## config.mk

```make
export PLATFORM = sky130hd
export DESIGN_NAME = rmq_div_cell
export DESIGN_NICKNAME = d
export VERILOG_FILES = /design/src/design/rmq_pkg.sv /design/src/design/rmq_div_cell.sv
export SDC_FILE = /design/constraint.sdc
export NUM_CORES = 1
export LEC_CHECK = 0
export BUFFER_PORTS_ARGS = -buffer_cell sky130_fd_sc_hd__buf_2
export CAP_MARGIN = 20
export CORE_MARGIN = 2
export CORE_UTILIZATION = 53
export DETAILED_ROUTE_END_ITERATION = 10
export GPL_ROUTABILITY_DRIVEN = 0
export PLACE_DENSITY = 0.81
export SLEW_MARGIN = 20
export SYNTH_ARGS = -nofsm -noshare
export SYNTH_HDL_FRONTEND = slang
export SYNTH_SLANG_ARGS = --single-unit
```

## constraint.sdc

```tcl
create_clock -name clock -period 5.3 [get_ports clock]
set_input_delay 1.06 -clock clock [delete_from_list [all_inputs] [get_ports clock]]
set_output_delay 1.06 -clock clock [all_outputs]
set_load 0.02 [all_outputs]
```

## src/design/rmq_pkg.sv

```systemverilog
package rmq_pkg;

   localparam int FRAC_BITS = 14;
   localparam int ELEM_W    = 16;
   localparam int ONE       = 1 << FRAC_BITS;
   localparam int ROOT_W    = 15;             // floor(sqrt(radicand << 12)) < 2^15
   localparam int SQREM_W   = 31;
   localparam int MAG_W     = 17;             // |a +/- b| of two elements
   localparam int QUO_W     = 16;
   localparam int DVREM_W   = 34;
   localparam int BIDX_W    = 4;

   typedef enum logic [1:0] {
      BR_TRACE = 2'd0,
      BR_X     = 2'd1,
      BR_Y     = 2'd2,
      BR_Z     = 2'd3
   } branch_type;

   typedef struct packed {
      logic       vld;
      branch_type br;
      logic [2:0] neg;
   } rmq_ctl_type;

   typedef logic [2:0][MAG_W-1:0]   rmq_mag_type;
   typedef logic [2:0][DVREM_W-1:0] rmq_drem_type;
   typedef logic [2:0][QUO_W-1:0]   rmq_quo_type;

endpackage

```

## src/design/rmq_div_cell.sv

```systemverilog
module rmq_div_cell (
   input  logic                               clock,
   input  logic                               reset,
   input  logic                               en,
   input  logic [rmq_pkg::BIDX_W-1:0]         bit_idx,
   input  rmq_pkg::rmq_ctl_type               ctl_i,
   input  logic [rmq_pkg::ROOT_W-1:0]         pivot_i,
   input  logic [2:0]                         ovf_i,
   input  rmq_pkg::rmq_drem_type              rem_i,
   input  rmq_pkg::rmq_quo_type               quo_i,
   output rmq_pkg::rmq_ctl_type               ctl_o,
   output logic [rmq_pkg::ROOT_W-1:0]         pivot_o,
   output logic [2:0]                         ovf_o,
   output rmq_pkg::rmq_drem_type              rem_o,
   output rmq_pkg::rmq_quo_type               quo_o
);
   import rmq_pkg::*;

   rmq_ctl_type         ctl_ff;
   logic [ROOT_W-1:0]   pivot_ff;
   logic [2:0]          ovf_ff;
   rmq_drem_type        rem_ff, rem_in;
   rmq_quo_type         quo_ff, quo_in;
   logic [DVREM_W-1:0]  dsh;

   // divisor is 4 * pivot, shifted to this quotient bit
   always_comb begin
      dsh = DVREM_W'({pivot_i, 2'b00}) << bit_idx;
      for (int l = 0; l < 3; l++) begin
         if (rem_i[l] >= dsh) begin
            rem_in[l] = rem_i[l] - dsh;
            quo_in[l] = quo_i[l] | (QUO_W'(1) << bit_idx);
         end else begin
            rem_in[l] = rem_i[l];
            quo_in[l] = quo_i[l];
         end
      end
   end

   always_ff @(posedge clock) begin
      if (reset) begin
         ctl_ff.vld <= 1'b0;
      end else if (en) begin
         ctl_ff.vld <= ctl_i.vld;
      end
      if (en) begin
         ctl_ff.br  <= ctl_i.br;
         ctl_ff.neg <= ctl_i.neg;
         pivot_ff   <= pivot_i;
         ovf_ff     <= ovf_i;
         rem_ff     <= rem_in;
         quo_ff     <= quo_in;
      end
   end

   assign ctl_o   = ctl_ff;
   assign pivot_o = pivot_ff;
   assign ovf_o   = ovf_ff;
   assign rem_o   = rem_ff;
   assign quo_o   = quo_ff;

endmodule

```

==> flow_summary.yaml <==
worst_setup_path:
  end_kind: "flop"
  path_max_fanout: 26
  worstSetupPathType: "input pin to flop"
  crit_required_ns: 5.50
  cp.arrival_ns: 5.18
  critPathLaunchType: "input pin"
yosys:
  yosysSeqAreaShare_pct: 42.8
  syn_inst: 1262
  synthArstFlopShare_pct: 0
  avgSynthCellArea_um2: 9.66
  yosys_warnings: 0
  synth_edf_count: 173
  ys_ff_latch: 174
  ys_types: 78
  synthFlopType: "edfxtp_1"
  syn_nets: 1533
  syn_area_um2: 12200
pwr:
  p_leak_nw: 6.30
  power_density_nw_per_um2: 328
  ir_drop_mv: 0.202
clocking:
  tritoncts: "built"
  path_clk_slew_ns: 0.08
  root_buffer: "clkbuf_16"
  cts_buffer_depth: 2
  cts_resized: 0
  cts_setup_buffers: 0
  clk_latency_ns: 0.43
  htreeDepth: 4
  postCtsHoldBufs: 0
  numCtsBuffers: 17
  clock-sinks: 174
route:
  wl_per_cell_um: 20.6
  drtIter0Drc: 1085
  dr.pass1.iters: 6
  vias: 11500
  routed_wl_mm: 39.2
  drtAntennaViolNets: 0
  vias_per_cell: 6.05
  drc: 0
grt:
  grt_pass1_vias: 10600
  grt_max_degree: 92
  grt_usage_pct: 31.2
  grt_first_pass_wirelength_mm: 57.5
  overflow: 0
  antenna_found_initial: 4
placed_design:
  hpwl_mm: 30.1
  portBuffers: 354
  dp.cells: 1867
run_status:
  status: "finished, final reports clean"
sta:
  fin_worst_skew_ns: 0
  finalSetupViolCount: 0
  tightest_slew_ns: 0.945
  rsz0062_at_grt: "false"
  period_minus_slack_ns: 4.99
  slew_violations: 0
  finalHoldViolCount: 0
  relSlewSlack_pct: 37.0
  fin_crit_sh_pct: 94.1
  max_freq_mhz: 201
die:
  initial_core_util_pct: 53.9
  core.rowCount: 55
  dieHeight_um: 156
  die_w_um: 156
  io_pins: 355
  core_region_area_um2: 22600
  die_area_um2: 24200
cells_and_area:
  drive_gt1_share_pct: 28.4
  nets: 1872
  fin_util_pct: 66.1
  area_delta_synth_final_pct: 22.7
  fin_cells: 1901
job:
  maxCapViolations: 0
worst_hold_path:
  hp-class: "flop to flop"
-- critical path, cell delays in order --
cell      delay [ns]
buf_2           0.40
mux2i_1         0.31
mux2_2          0.21
o21ai_0         0.11
a22oi_1         0.78
ha_1            0.37
nand4_1         0.23
nor4_1          0.40
a211oi_1        0.16
o311ai_2        0.19
a221o_1         0.28
buf_4           0.29
mux2_2          0.38
-- placed cells by master (no fill, tap or decap), types with 6 or more instances in the layout --
master       n
a211oi_1     9
a21o_1      43
a21oi_1    110
a31oi_1      9
and3_1      10
buf_2      353
buf_4       30
clkbuf_16   17
edfxtp_1   173
ha_1        90
inv_1       26
inv_8        6
mux2_2      14
mux2i_1     21
nand2_1    163
nand3_1     25
nand4_1     21
nor2_1      77
nor2b_1     13
nor3_1      23
nor4_1       6
o21a_1      15
o21ai_0    101
o21ai_1      7
o21bai_1    48
o31ai_1     11
or3_1        6
xnor2_1     41
xor2_1      37
-- stage by stage --
step                instance area, µm²  hold WS, ns  setup WS [ns]  setup TNS, ns  total power (W)
floorplan                        12200        0.579          0.356              0          0.00301
global placement                 14300        0.485         0.0941              0          0.00357
detailed placement               14300        0.484       -0.00637       -0.00637          0.00360
CTS                              15000        0.502          0.425              0          0.00489
global route                     15000        0.519          0.112              0          0.00511
finish                           15000        0.498          0.314              0          0.00490
-- Yosys cell counts, types with 3 or more instances --
library cell | instances | area, µm²
a22o_1 | 3 | 26.3
o31ai_1 | 11 | 82.6
xor2_1 | 37 | 324
o21bai_1 | 48 | 360
ha_1 | 90 | 1130
buf_4 | 9 | 67.6
o21ai_1 | 7 | 35.0
mux2_2 | 14 | 158
clkbuf_1 | 40 | 150
nor2_1 | 77 | 289
o21a_1 | 15 | 113
a31o_2 | 3 | 26.3
nand2b_1 | 4 | 25.0
o211ai_1 | 5 | 37.5
edfxtp_1 | 173 | 5190
or3_1 | 6 | 37.5
a31oi_1 | 9 | 56.3
nand3_1 | 25 | 125
buf_1 | 3 | 11.3
mux2i_1 | 21 | 210
o21ai_0 | 101 | 505
nor3b_1 | 4 | 30.0
a211oi_1 | 9 | 67.6
nand4_1 | 21 | 131
a21boi_0 | 3 | 22.5
nand2_1 | 163 | 612
nor3_1 | 23 | 115
inv_1 | 26 | 97.6
o22a_1 | 3 | 26.3
xnor2_1 | 41 | 359
nor4_1 | 6 | 37.5
a21oi_2 | 5 | 43.8
and3_1 | 10 | 62.6
a22oi_1 | 4 | 30.0
buf_2 | 13 | 65.1
a41oi_1 | 3 | 26.3
o22ai_1 | 4 | 25.0
or2_2 | 4 | 25.0
a21o_1 | 43 | 323
a21oi_1 | 110 | 551
and2_1 | 5 | 31.3
nor2b_1 | 13 | 81.3
-- final cells by class --
type                    instances  area [µm²]
fillers                      1808        7680
multi-input cells             991        6580
flip-flops and latches        174        5220
repair buffers                388        2080
clock buffers                  17         425
well taps                     285         357
clock inverters                15         183
inverters                      29         109
diodes                          2        5.00
-- cell families (layout without fill, tap and decap cells) --
family          Yosys count  count (layout)  share of synthesized area [%]
fa+ha+maj                90              90                           9.23
buf+inv                  97             449                           3.53
xor+xnor                 78              78                           5.60
compound gates          415             415                           21.7
mux                      37              37                           3.39
flops                   174             174                           42.8
other cells               0               2                              0
simple gates            371             371                           13.8
-- power breakdown --
group          internal [W]  total, W  switching [W]
logic              0.000658   0.00177        0.00112
clock network      0.000645   0.00129       0.000650
registers           0.00178   0.00184      0.0000587
-- layer usage --
layer	track usage, %	wire (µm)	vias to the layer above
met5	0	23	-
met4	15.1	1980	4
met3	5.39	3320	113
met2	53.2	18800	627
met1	38.4	15100	5346
li1	-	-	5411
-- worst paths after layout --
kind         startpoint        end  slack [ns]  cells after the start
max          bit_idx[1]  rem_o[91]        0.31                     13
min            ctl_o[5]   ctl_o[5]        0.50                      2
max reg2reg    ctl_o[5]   ctl_o[5]        4.71                      2
min reg2reg    ctl_o[5]   ctl_o[5]        0.50                      2
-- state kept, by name, indices dropped and copies added, names as in the netlist --
register,cells
rem_o,102
quo_o,48
pivot_o,15
ctl_o,6
ovf_o,3
No activity file was read; power rests on OpenSTA's default activity.
