**config.mk**
```make
export PLATFORM = sky130hd
export DESIGN_NAME = rmq_sqrt_cell
export DESIGN_NICKNAME = d
export VERILOG_FILES = /design/src/design/rmq_pkg.sv /design/src/design/rmq_sqrt_cell.sv
export SDC_FILE = /design/constraint.sdc
export NUM_CORES = 1
export LEC_CHECK = 0
export ABC_CLOCK_PERIOD_IN_PS = 11350
export BUFFER_PORTS_ARGS = -buffer_cell sky130_fd_sc_hd__clkbuf_2
export CORE_MARGIN = 4
export CORE_UTILIZATION = 45
export CTS_BUF_LIST = sky130_fd_sc_hd__clkbuf_16
export DETAILED_ROUTE_END_ITERATION = 7
export GPL_ROUTABILITY_DRIVEN = 0
export GPL_TIMING_DRIVEN = 0
export PLACE_DENSITY_LB_ADDON = 0.3
export SKIP_CTS_REPAIR_TIMING = 1
export SYNTH_ARGS = -nofsm -noshare
export SYNTH_HDL_FRONTEND = slang
export SYNTH_SLANG_ARGS = --single-unit
```
**constraint.sdc**
```tcl
create_clock -name clock -period 11.35 [get_ports clock]
set_clock_uncertainty 0.2 [all_clocks]
set_input_delay 3.405 -clock clock [delete_from_list [all_inputs] [get_ports clock]]
set_output_delay 3.405 -clock clock [all_outputs]
set_load 0.05 [all_outputs]
```
**src/design/rmq_pkg.sv**
```systemverilog
package rmq_pkg;

   localparam int FRAC_BITS = 14;
   localparam int ELEM_W    = 16;
   localparam int ONE       = 1 << FRAC_BITS;
   localparam int ROOT_W    = 15;             // floor(sqrt(radicand << 12)) < 2^15
   localparam int SQREM_W   = 31;
   localparam int MAG_W     = 17;             // |a +/- b| of two elements
   localparam int QUO_W     = 16;
   localparam int DVREM_W   = 34;
   localparam int BIDX_W    = 4;

   typedef enum logic [1:0] {
      BR_TRACE = 2'd0,
      BR_X     = 2'd1,
      BR_Y     = 2'd2,
      BR_Z     = 2'd3
   } branch_type;

   typedef struct packed {
      logic       vld;
      branch_type br;
      logic [2:0] neg;
   } rmq_ctl_type;

   typedef logic [2:0][MAG_W-1:0]   rmq_mag_type;
   typedef logic [2:0][DVREM_W-1:0] rmq_drem_type;
   typedef logic [2:0][QUO_W-1:0]   rmq_quo_type;

endpackage

```
**src/design/rmq_sqrt_cell.sv**
```systemverilog
module rmq_sqrt_cell (
   input  logic                               clock,
   input  logic                               reset,
   input  logic                               en,
   input  logic [rmq_pkg::BIDX_W-1:0]         bit_idx,
   input  rmq_pkg::rmq_ctl_type               ctl_i,
   input  rmq_pkg::rmq_mag_type               mag_i,
   input  logic [rmq_pkg::SQREM_W-1:0]        rem_i,
   input  logic [rmq_pkg::ROOT_W-1:0]         root_i,
   output rmq_pkg::rmq_ctl_type               ctl_o,
   output rmq_pkg::rmq_mag_type               mag_o,
   output logic [rmq_pkg::SQREM_W-1:0]        rem_o,
   output logic [rmq_pkg::ROOT_W-1:0]         root_o
);
   import rmq_pkg::*;

   rmq_ctl_type          ctl_ff;
   rmq_mag_type          mag_ff;
   logic [SQREM_W-1:0]   rem_ff, rem_in, trial;
   logic [ROOT_W-1:0]    root_ff, root_in;

   // try setting this root bit: (q + 2^b)^2 - q^2 = q*2^(b+1) + 2^(2b)
   always_comb begin
      trial = (SQREM_W'(root_i) << (bit_idx + 1'b1)) | (SQREM_W'(1) << {bit_idx, 1'b0});
      if (rem_i >= trial) begin
         rem_in  = rem_i - trial;
         root_in = root_i | (ROOT_W'(1) << bit_idx);
      end else begin
         rem_in  = rem_i;
         root_in = root_i;
      end
   end

   always_ff @(posedge clock) begin
      if (reset) begin
         ctl_ff.vld <= 1'b0;
      end else if (en) begin
         ctl_ff.vld <= ctl_i.vld;
      end
      if (en) begin
         ctl_ff.br  <= ctl_i.br;
         ctl_ff.neg <= ctl_i.neg;
         mag_ff     <= mag_i;
         rem_ff     <= rem_in;
         root_ff    <= root_in;
      end
   end

   assign ctl_o  = ctl_ff;
   assign mag_o  = mag_ff;
   assign rem_o  = rem_ff;
   assign root_o = root_ff;

endmodule

```
==> reports/metrics.cfg, run 1 <==
[clock_network]
clock_tree.root_cell=sky130_fd_sc_hd__clkbuf_16
cts_buffers=9
clkLatencyLatePin_ns=0.36
clock_slew_at_reported_path_ffs_ns=0.07
cts-root-to-sink-buffers=2
htreeDepth=3
tritoncts=built
clkSinkCount=103

[synthesis]
asyncSetResetFlopFracSynth=0
postSynthNetCount=723
postSynthCellCount=576
synth-seq-cells=103
syn_avg_cell_area_um2=11.40
ys_dominant_reg_cell=sky130_fd_sc_hd__edfxtp_1
synth_edf_count=102
ys_warn_count=0
yosysUniqueCellTypes=63
share_of_synthesized_area_occupied_by_flip_flops_and_latches=0.4695
netlist_area_mm2=0.006566

[worst_setup_path]
setup_crit_end_kind=flip-flop
reg2reg_setup_slack_ns=10.56
start_kind=input pin
worst_ep_arrival_time_ns=8.75
cp_max_fo=10
critPathRequiredTime_ns=11.26
path_class=input pin to flip-flop

[die]
floorplan.core_area_mm2=0.01410
top_level_ports=213
initial_utilization=0.4658
floorplan.die_area_mm2=0.01659
rows=43
die_y_um=128.8
die_x_um=128.8

[detailed_routing]
initialDrtViolationCount=545
first_pass_iters=6
wirelength_mm=18.73
post-route-drc-count=0
via_count=5702
postRouteAntennaNets=0
detail_route.vias_per_cell=5.789
post_drt_wl_per_cell_um=19.02

[power]
powerDensity_mw_per_mm2=166.9
vdd.ir_drop.worst_uv=82.31
leakage_power_figure_nw=3.532

[job]
max_cap_violations=0

[finish]
post_route_cells_drive_above_1_share=0.3379
fin_util=0.5807
synthToLayoutAreaGrowth_pct=24.66
nets=947
final_area_mm2=0.008185
antenna-diode-count=0

[timing]
rsz_0062_raised_after_global_routing=no
achievable-frequency_ghz=0.1131
final_hold_viol_count=0
total_negative_setup_slacks_ns=0
worst_slew_pin_slew_ns=0.6365
finalCriticalPeriod_ns=8.840
report.final.slew_viol_count=0
relSlewSlack=0.5726
final_report_setup_violation_count=0
fin_crit_sh=0.7788

[grt]
grt_antenna_before_repair=0
globalRouteTotalUtil=0.2157
grt_first_pass_wirelength_mm=28.23
grt_max_degree=76
overflow=0
vias_in_the_first_global_route=5416

[place]
placed_area_mm2=0.007883
port_buffers=212
dp.final_hpwl_mm=14.68

[min_path]
min_path_type=flip-flop to flip-flop

[status]
outcome=complete, no violations

==> cell usage after synthesis, types with 4 or more instances <==
cell type                  number  area (µm²)
sky130_fd_sc_hd__and3_1         8       50.05
sky130_fd_sc_hd__a21oi_1       33       165.2
sky130_fd_sc_hd__nand4_1        7       43.79
sky130_fd_sc_hd__a211oi_1       6       45.04
sky130_fd_sc_hd__mux2i_1       12       120.1
sky130_fd_sc_hd__a221oi_1       5       43.79
sky130_fd_sc_hd__mux2_2         6       67.56
sky130_fd_sc_hd__a31o_1        11       96.34
sky130_fd_sc_hd__nand3_1       16       80.08
sky130_fd_sc_hd__a21o_1        25       187.7
sky130_fd_sc_hd__a31oi_1       10       62.56
sky130_fd_sc_hd__nand3b_1       6       45.04
sky130_fd_sc_hd__nand2_1       49       183.9
sky130_fd_sc_hd__xnor2_1       18       157.7
sky130_fd_sc_hd__ha_1          36       450.4
sky130_fd_sc_hd__nor2_1        31       116.4
sky130_fd_sc_hd__inv_1         11       41.29
sky130_fd_sc_hd__and2_1         6       37.54
sky130_fd_sc_hd__o21a_1         5       37.54
sky130_fd_sc_hd__xor2_1        11       96.34
sky130_fd_sc_hd__mux2_1        22       247.7
sky130_fd_sc_hd__o21ai_1        5       25.02
sky130_fd_sc_hd__mux4_2         8       180.2
sky130_fd_sc_hd__o21ai_0       20       100.1
sky130_fd_sc_hd__nor2b_1        9       56.30
sky130_fd_sc_hd__buf_6          5       56.30
sky130_fd_sc_hd__a22oi_1        4       30.03
sky130_fd_sc_hd__buf_2          7       35.03
sky130_fd_sc_hd__edfxtp_1     102        3063
sky130_fd_sc_hd__buf_1          5       18.77
sky130_fd_sc_hd__nor3_1        10       50.05
sky130_fd_sc_hd__o21bai_1       4       30.03
sky130_fd_sc_hd__clkbuf_1      16       60.06
==> sequential cells by signal (all words and copies together), names as in the netlist <==
name and cells:
ctl_o 6, mag_o 51, rem_o 31, root_o 15
==> final timing paths <==
check	from	endpoint	cells after the start
max	bit_idx[0]	root_o[6]	23
min	ctl_o[5]	ctl_o[5]	2
max reg2reg	ctl_o[5]	ctl_o[5]	2
min reg2reg	ctl_o[5]	ctl_o[5]	2
==> area by class of cell <==
type	instances	area [µm²]
flip-flops and latches	103	3083
fillers	1185	5911
clock buffers	9	225.2
clock inverters	7	77.57
multi-input cells	429	3272
inverters	11	41.29
well taps	180	225.2
plain buffers	33	170.2
repair buffers	213	1091
==> layer usage <==
layer  vias to the layer above  GRT usage  wire (µm)
li1                       2672          -          -
met2                       314     0.3601       8939
met3                        49    0.05147       1675
met1                      2667     0.2741       7517
met4                         0    0.07721        601
met5                         -          0          0
==> stage by stage <==
stage / instances / setup WS, ns / total power, W / hold WS (ns)
4_1_cts: 985 / 2.557 / 0.001372 / 0.3252
5_1_grt: 985 / 2.144 / 0.001434 / 0.3638
3_3_place_gp: 968 / 2.441 / 0.001053 / 0.2803
6_report: 985 / 2.510 / 0.001367 / 0.3177
3_5_place_dp: 969 / 2.216 / 0.001061 / 0.3087
2_1_floorplan: 576 / 3.555 / 0.0009191 / 0.5326
==> critical path: stages <==
cell                       delay [ns]
sky130_fd_sc_hd__clkbuf_2        0.20
sky130_fd_sc_hd__buf_2           0.32
sky130_fd_sc_hd__inv_1           0.19
sky130_fd_sc_hd__ha_1            0.32
sky130_fd_sc_hd__clkbuf_1        0.26
sky130_fd_sc_hd__buf_2           0.32
sky130_fd_sc_hd__clkbuf_1        0.42
sky130_fd_sc_hd__nor2_1          0.11
sky130_fd_sc_hd__a22oi_1         0.26
sky130_fd_sc_hd__a21oi_1         0.14
sky130_fd_sc_hd__a221oi_1        0.51
sky130_fd_sc_hd__ha_1            0.32
sky130_fd_sc_hd__buf_2           0.16
sky130_fd_sc_hd__a21o_1          0.19
sky130_fd_sc_hd__o21ba_1         0.24
sky130_fd_sc_hd__nor2_1          0.06
sky130_fd_sc_hd__o21bai_2        0.17
sky130_fd_sc_hd__nand3_2         0.16
sky130_fd_sc_hd__a31oi_4         0.31
sky130_fd_sc_hd__nand2b_4        0.12
sky130_fd_sc_hd__buf_6           0.17
sky130_fd_sc_hd__buf_6           0.15
sky130_fd_sc_hd__a31o_1          0.23
==> cell families after synthesis <==
kind of cell    synth area share
compound gates            0.1742
xor+xnor                 0.03868
fa+ha+maj                0.07165
buf+inv                  0.03220
flops                     0.4695
mux                      0.09375
simple gates              0.1200
==> cells in the final DEF (no fill, tap or decap), types with 5 or more instances in the layout <==
| master | n |
|---|---|
| sky130_fd_sc_hd__nand4_1 | 7 |
| sky130_fd_sc_hd__nor3_1 | 10 |
| sky130_fd_sc_hd__nor2b_1 | 9 |
| sky130_fd_sc_hd__o21ai_0 | 20 |
| sky130_fd_sc_hd__nand3_1 | 16 |
| sky130_fd_sc_hd__ha_1 | 36 |
| sky130_fd_sc_hd__buf_6 | 5 |
| sky130_fd_sc_hd__mux4_2 | 8 |
| sky130_fd_sc_hd__a31o_1 | 11 |
| sky130_fd_sc_hd__and2_1 | 6 |
| sky130_fd_sc_hd__a211oi_1 | 6 |
| sky130_fd_sc_hd__a31oi_1 | 10 |
| sky130_fd_sc_hd__o21ai_1 | 5 |
| sky130_fd_sc_hd__nor2_1 | 31 |
| sky130_fd_sc_hd__and3_1 | 8 |
| sky130_fd_sc_hd__a221oi_1 | 5 |
| sky130_fd_sc_hd__a21oi_1 | 33 |
| sky130_fd_sc_hd__edfxtp_1 | 102 |
| sky130_fd_sc_hd__nand3b_1 | 6 |
| sky130_fd_sc_hd__mux2_2 | 6 |
| sky130_fd_sc_hd__buf_1 | 5 |
| sky130_fd_sc_hd__clkbuf_2 | 211 |
| sky130_fd_sc_hd__clkbuf_1 | 16 |
| sky130_fd_sc_hd__mux2_1 | 22 |
| sky130_fd_sc_hd__mux2i_1 | 12 |
| sky130_fd_sc_hd__nand2_1 | 49 |
| sky130_fd_sc_hd__inv_1 | 11 |
| sky130_fd_sc_hd__clkbuf_16 | 9 |
| sky130_fd_sc_hd__buf_2 | 7 |
| sky130_fd_sc_hd__o21a_1 | 5 |
| sky130_fd_sc_hd__xnor2_1 | 18 |
| sky130_fd_sc_hd__a21o_1 | 25 |
| sky130_fd_sc_hd__xor2_1 | 11 |
==> where the power goes <==
part           total, W  switching (W)  internal, W  leakage (nW)
Clock          0.000309       0.000154     0.000156         0.144
Sequential     0.000489      0.0000122     0.000477          1.01
Combinational  0.000569       0.000387     0.000182          2.38
Total           0.00137       0.000552     0.000814          3.53
(Power assumes the default switching activity.)
==> inputs of run 2 (changes only) <==
Settings changed: ABC_CLOCK_PERIOD_IN_PS 11350 to 7100.
Clock period 11.35 ns to 7.1 ns, I/O delays scaled along.
==> run 2 against run 1 <==
  * Core utilization rose by 0.28 points
  * First-iteration DRC count shrank 7.5%
  * Hold slack barely moved
  * Sequential cell count did not move
  * Die area is the same
  * Power increased by 60%
  * Register-to-register slack worse by 4.3 ns
==> reports/metrics.cfg, run 2 (synthesis gave the netlist of run 1 again) <==
[timing]
fin_crit_sh=0.9655
finalCriticalPeriod_ns=6.855
report.final.slew_viol_count=0  ; unchanged
relSlewSlack=0.4362  ; -0.1364
final_report_setup_violation_count=0  ; unchanged
rsz_0062_raised_after_global_routing=no
worst_hold_slack_ns=0.3177  ; +0.000008000 ns
total_negative_setup_slacks_ns=0  ; unchanged
final_hold_viol_count=0  ; unchanged
worst_slew_pin_slew_ns=0.8397  ; +0.2031 ns
worst_setup_margin_ns=0.2447  ; -2.266 ns
achievable-frequency_ghz=0.1459

[worst_setup_path]
cp_max_fo=10  ; unchanged
critPathRequiredTime_ns=7.01  ; -4.25 ns
timing.critical_path.slowest_cell_delay_ns=0.43  ; -0.08 ns
crit_chain=clkbuf_2 -> buf_6 -> inv_1 -> ha_2 -> clkbuf_4 -> buf_2 -> nor2_1 -> a22oi_2 -> nor3_1 -> a221oi_1 -> ha_1 -> clkbuf_1 -> a21oi_1 -> o221ai_1 -> o21ai_1 -> nand3_2 -> a31oi_4 -> nand2b_4 -> buf_6 -> buf_6 -> a31o_1
worst_r2r_path_depth=2  ; unchanged
setup_crit_end_kind=flip-flop
path_class=input pin to flip-flop
crit_buf_inv=8  ; -1
start_kind=input pin
cp_common_cell=sky130_fd_sc_hd__buf_6
worst_ep_arrival_time_ns=6.76  ; -1.99 ns
critical_path.slowest_cell=sky130_fd_sc_hd__ha_2
path_delay_family=compound AO/OA/AOI/OAI gates
cp.depth=21  ; -8.7%

[min_path]
holdPathStages=2  ; unchanged
min_path_type=flip-flop to flip-flop

[clock_network]
tritoncts=built
clock_slew_at_reported_path_ffs_ns=0.07  ; about the same
htreeDepth=3  ; unchanged
cts_buffers=9  ; unchanged
clkSinkCount=103  ; unchanged
clkLatencyLatePin_ns=0.36  ; about the same
cts-root-to-sink-buffers=2  ; unchanged
clock_tree.root_cell=sky130_fd_sc_hd__clkbuf_16

[power]
netSwitchingFraction=0.4039  ; about the same
powerDensity_mw_per_mm2=266.3  ; +60%
leakage_power_figure_nw=3.544  ; +0.35%
vdd.ir_drop.worst_uv=131.6  ; +60%
intPower_w=0.001306  ; +60%
comb_power_share=0.418  ; +0.002
sequential_group_share_of_total_power=0.357  ; about the same
power_spent_charging_and_discharging_nets_w=0.0008848  ; +60%
share_clk_of_total_power=0.225  ; about the same

[place]
dp.final_hpwl_mm=14.68  ; unchanged
dp_slack_ns=-0.7592  ; -2.975 ns
placed_area_mm2=0.007883  ; unchanged
port_buffers=212  ; unchanged

[detailed_routing]
wirelength_mm=18.76  ; +0.13%
detail_route.vias_per_cell=5.767  ; -0.37%
post-route-drc-count=0  ; unchanged
via_count=5675  ; -0.47%
initialDrtViolationCount=504  ; -7.5%
first_pass_iters=5  ; -1
post_drt_wl_per_cell_um=19.06  ; +0.23%
postRouteAntennaNets=0  ; unchanged

[finish]
filler_cell_count=1186  ; +0.084%
fin_util=0.5835  ; +0.002841
post_route_cells_drive_above_1_share=0.3483  ; +0.01037
synthToLayoutAreaGrowth_pct=25.27
register_area_mm2=0.003083  ; unchanged
largest_reg_flops=51  ; unchanged
most-common-layout-cells=sky130_fd_sc_hd__clkbuf_2 (211), sky130_fd_sc_hd__edfxtp_1 (102), sky130_fd_sc_hd__nand2_1 (49)
multi_input_comb_area_mm2=0.003302  ; +0.92%
nets=946  ; -0.11%
most_common_library_cell_in_the_layout_ignoring_fill_and_taps=sky130_fd_sc_hd__clkbuf_2
final_area_mm2=0.008225  ; +0.49%
antenna-diode-count=0  ; unchanged

[die]
initial_utilization=0.4658  ; unchanged
top_level_ports=213  ; unchanged
floorplan.core_area_mm2=0.01410  ; unchanged
die_x_um=128.8  ; unchanged
die_y_um=128.8  ; unchanged
rows=43  ; unchanged
floorplan.die_area_mm2=0.01659  ; unchanged

[grt]
overflow=0  ; unchanged
globalRouteTotalUtil=0.2157  ; unchanged
grt_first_pass_wirelength_mm=28.23  ; unchanged
grt_antenna_before_repair=0  ; unchanged
vias_in_the_first_global_route=5416  ; unchanged
grt_max_degree=76  ; unchanged

[status]
outcome=complete, no violations

[job]
max_cap_violations=0  ; unchanged

==> run 2: changes by cell type in the layout (fill, tap and decap cells not counted), sizes merged <==
cell    previous run  this run
clkbuf           237       235
buf               18        19
==> run 2: worst min-delay path, cell delays in order (launching register included) <==
cell and delay, ns:
sky130_fd_sc_hd__dfxtp_1 0.33, sky130_fd_sc_hd__mux2i_1 0.07, sky130_fd_sc_hd__nor2_1 0.08
==> run 2: final timing paths <==
path	from	end	slack, ns
setup / recovery	bit_idx[0]	root_o[6]	0.24
hold / removal	ctl_o[5]	ctl_o[5]	0.32
setup reg to reg	ctl_o[5]	ctl_o[5]	6.31
hold reg to reg	ctl_o[5]	ctl_o[5]	0.32
==> run 2: area by class of cell <==
class,instances,area share
Timing Repair Buffer,214,0.1336
Inverter,11,0.005020
Buffer,31,0.02099
Multi-Input combinational cell,429,0.4014
Tap cell,180,0.02738
Clock buffer,9,0.02738
Sequential cell,103,0.3748
Clock inverter,7,0.009431
==> run 2: layer usage <==
layer,vias up,global-route usage,part of all wire
met5,-,0,0
met2,310,0.3601,0.48
li1,2661,-,-
met3,42,0.05147,0.091
met4,0,0.07721,0.029
met1,2662,0.2741,0.40
==> run 2: power groups by stage <==
| stage | clock network, W | registers, W | logic (W) |
|---|---|---|---|
| 2_1_floorplan | 0 | 0.00106 | 0.000414 |
| 6_report | 0.000493 | 0.000782 | 0.000916 |
| 4_1_cts | 0.000506 | 0.000783 | 0.000905 |
| 3_3_place_gp | 0 | 0.000796 | 0.000886 |
| 3_5_place_dp | 0 | 0.000796 | 0.000899 |
| 5_1_grt | 0.000532 | 0.000789 | 0.000978 |
==> run 2: per-stage QoR <==
stage / total power, W / std cells
floorplan: 0.001469 / 576
global placement: 0.001683 / 968
detailed placement: 0.001696 / 969
CTS: 0.002194 / 985
global route: 0.002299 / 984
finish: 0.002191 / 984
==> inputs of run 3 (changes only) <==
Settings changed: CORE_MARGIN 4 to 2.
==> run 3 against run 2 <==
  * Clock-buffer cell count stayed put
  * Cell area is 0.17% higher
  * Combinational power is 0.8% lower
==> reports/metrics.cfg, run 3 (synthesis gave the netlist of run 1 again) <==
[clock_network]
clock_tree.root_cell=sky130_fd_sc_hd__clkbuf_16
clock_slew_at_reported_path_ffs_ns=0.07  ; about the same
tritoncts=built
clkSinkCount=103  ; unchanged
clkLatencyLatePin_ns=0.35  ; about the same
cts-root-to-sink-buffers=2  ; unchanged
cts_buffers=9  ; unchanged
htreeDepth=3  ; unchanged

[detailed_routing]
post_drt_wl_per_cell_um=17.93  ; -6.0%
wirelength_mm=17.73  ; -5.5%
first_pass_iters=5  ; unchanged
post-route-drc-count=0  ; unchanged
via_count=5683  ; +0.14%
initialDrtViolationCount=502  ; -0.40%
detail_route.vias_per_cell=5.746  ; -0.37%
postRouteAntennaNets=0  ; unchanged

[timing]
final_report_setup_violation_count=0  ; unchanged
relSlewSlack=0.4917  ; +0.05550
achievable-frequency_ghz=0.1450  ; -0.59%
total_negative_setup_slacks_ns=0  ; unchanged
rsz_0062_raised_after_global_routing=no
fin_crit_sh=0.9713  ; +0.005732
worst_setup_margin_ns=0.2040  ; -0.04070 ns
worst_slew_pin_slew_ns=0.7570  ; -0.08266 ns
report.final.slew_viol_count=0  ; unchanged
finalCriticalPeriod_ns=6.896  ; +0.04070 ns
worst_hold_slack_ns=0.3037  ; -0.01401 ns
final_hold_viol_count=0  ; unchanged

[finish]
antenna-diode-count=0  ; unchanged
filler_cell_count=1204  ; +1.5%
most-common-layout-cells=sky130_fd_sc_hd__clkbuf_2 (211), sky130_fd_sc_hd__edfxtp_1 (102), sky130_fd_sc_hd__nand2_1 (49)
largest_reg_flops=51  ; unchanged
final_area_mm2=0.008239  ; +0.17%
most_common_library_cell_in_the_layout_ignoring_fill_and_taps=sky130_fd_sc_hd__clkbuf_2
nets=947  ; +0.11%
post_route_cells_drive_above_1_share=0.3466  ; -0.001675
synthToLayoutAreaGrowth_pct=25.48

[power]
comb_power_share=0.412  ; -0.006
netSwitchingFraction=0.3938  ; -0.01006
leakage_power_figure_nw=3.550  ; +0.16%
share_clk_of_total_power=0.234  ; +0.009
power_spent_charging_and_discharging_nets_w=0.0008691  ; -1.8%
total_power_w=0.002207  ; +0.74%
intPower_w=0.001338  ; +2.4%
sequential_group_share_of_total_power=0.354  ; -0.003
vdd.ir_drop.worst_uv=161.0  ; +22%
powerDensity_mw_per_mm2=267.8  ; +0.57%

[place]
dp.final_hpwl_mm=13.85  ; -5.6%
placed_area_mm2=0.007888  ; about the same
port_buffers=212  ; unchanged
dp_slack_ns=-0.6867  ; +0.07256 ns

[worst_setup_path]
setup_crit_end_kind=flip-flop
cp_max_fo=10  ; unchanged
path_class=input pin to flip-flop
worst_ep_arrival_time_ns=6.79  ; +0.03 ns
critPathRequiredTime_ns=6.99  ; -0.02 ns
start_kind=input pin

[grt]
overflow=0  ; unchanged
vias_in_the_first_global_route=5383  ; -0.61%
grt_max_degree=73  ; -3.9%
grt_antenna_before_repair=0  ; unchanged
grt_first_pass_wirelength_mm=27.58  ; -2.3%
globalRouteTotalUtil=0.2206  ; +0.004991

[status]
outcome=complete, no violations

[die]
initial_utilization=0.4570  ; -0.008843
floorplan.die_area_mm2=0.01557  ; -6.1%
die_x_um=124.8  ; -3.1%
top_level_ports=213  ; unchanged
die_y_um=124.8  ; -3.1%
floorplan.core_area_mm2=0.01437  ; +1.9%
rows=44  ; +2.3%

[min_path]
min_path_type=flip-flop to flip-flop

[job]
max_cap_violations=0  ; unchanged

[run 3: worst max-delay path, stage by stage]
cell and delay, ns:
sky130_fd_sc_hd__clkbuf_2 0.20, sky130_fd_sc_hd__buf_4 0.24, sky130_fd_sc_hd__inv_1 0.16, sky130_fd_sc_hd__ha_2 0.43, sky130_fd_sc_hd__mux4_2 0.55, sky130_fd_sc_hd__nand2_1 0.08
sky130_fd_sc_hd__o21ai_0 0.12, sky130_fd_sc_hd__and2_1 0.20, sky130_fd_sc_hd__a221oi_1 0.40, sky130_fd_sc_hd__ha_1 0.41, sky130_fd_sc_hd__a21oi_1 0.28, sky130_fd_sc_hd__o21ai_0 0.20
sky130_fd_sc_hd__o21bai_2 0.23, sky130_fd_sc_hd__nand3_2 0.16, sky130_fd_sc_hd__a31oi_4 0.33, sky130_fd_sc_hd__nand2b_4 0.12, sky130_fd_sc_hd__buf_6 0.17, sky130_fd_sc_hd__buf_6 0.14
sky130_fd_sc_hd__a31o_1 0.22
[run 3: power groups by stage]
stage          combinational (W)  clock, W  sequential [W]
2_1_floorplan           0.000414         0         0.00106
6_report                0.000909  0.000517        0.000781
4_1_cts                 0.000901  0.000532        0.000782
3_3_place_gp            0.000885         0        0.000795
5_1_grt                 0.000974  0.000552        0.000789
3_5_place_dp            0.000894         0        0.000795
[run 3: final timing paths]
kind,start,endpoint,slack (ns),cells after the start
max,bit_idx[0],root_o[3],0.20,19
min,ctl_o[5],ctl_o[5],0.30,2
max reg2reg,ctl_o[5],ctl_o[5],6.32,2
min reg2reg,ctl_o[5],ctl_o[5],0.30,2
[run 3: layout make-up]
cell class              instances  area [µm²]  area share
flip-flops and latches        103        3083      0.3742
repair buffers                214        1099      0.1333
clock inverters                 7       91.34     0.01109
multi-input cells             429        3294      0.3998
inverters                      11       41.29    0.005011
plain buffers                  32       175.2     0.02126
well taps                     184       230.2     0.02794
clock buffers                   9       225.2     0.02733
[run 3: metrics by stage]
stage,cells,util
final,989,0.5734
after detailed placement,973,0.5489
after floorplan,576,-
after global routing,989,0.5734
after global placement,972,0.5468
after CTS,989,0.5710
[run 3: metal layers]
metal / vias to the layer above / global-route usage / share of wire
met5: - / 0 / 0
met4: 0 / 0.08592 / 0.030
met3: 39 / 0.06357 / 0.080
met2: 289 / 0.3607 / 0.48
met1: 2687 / 0.2770 / 0.41
li1: 2668 / - / -
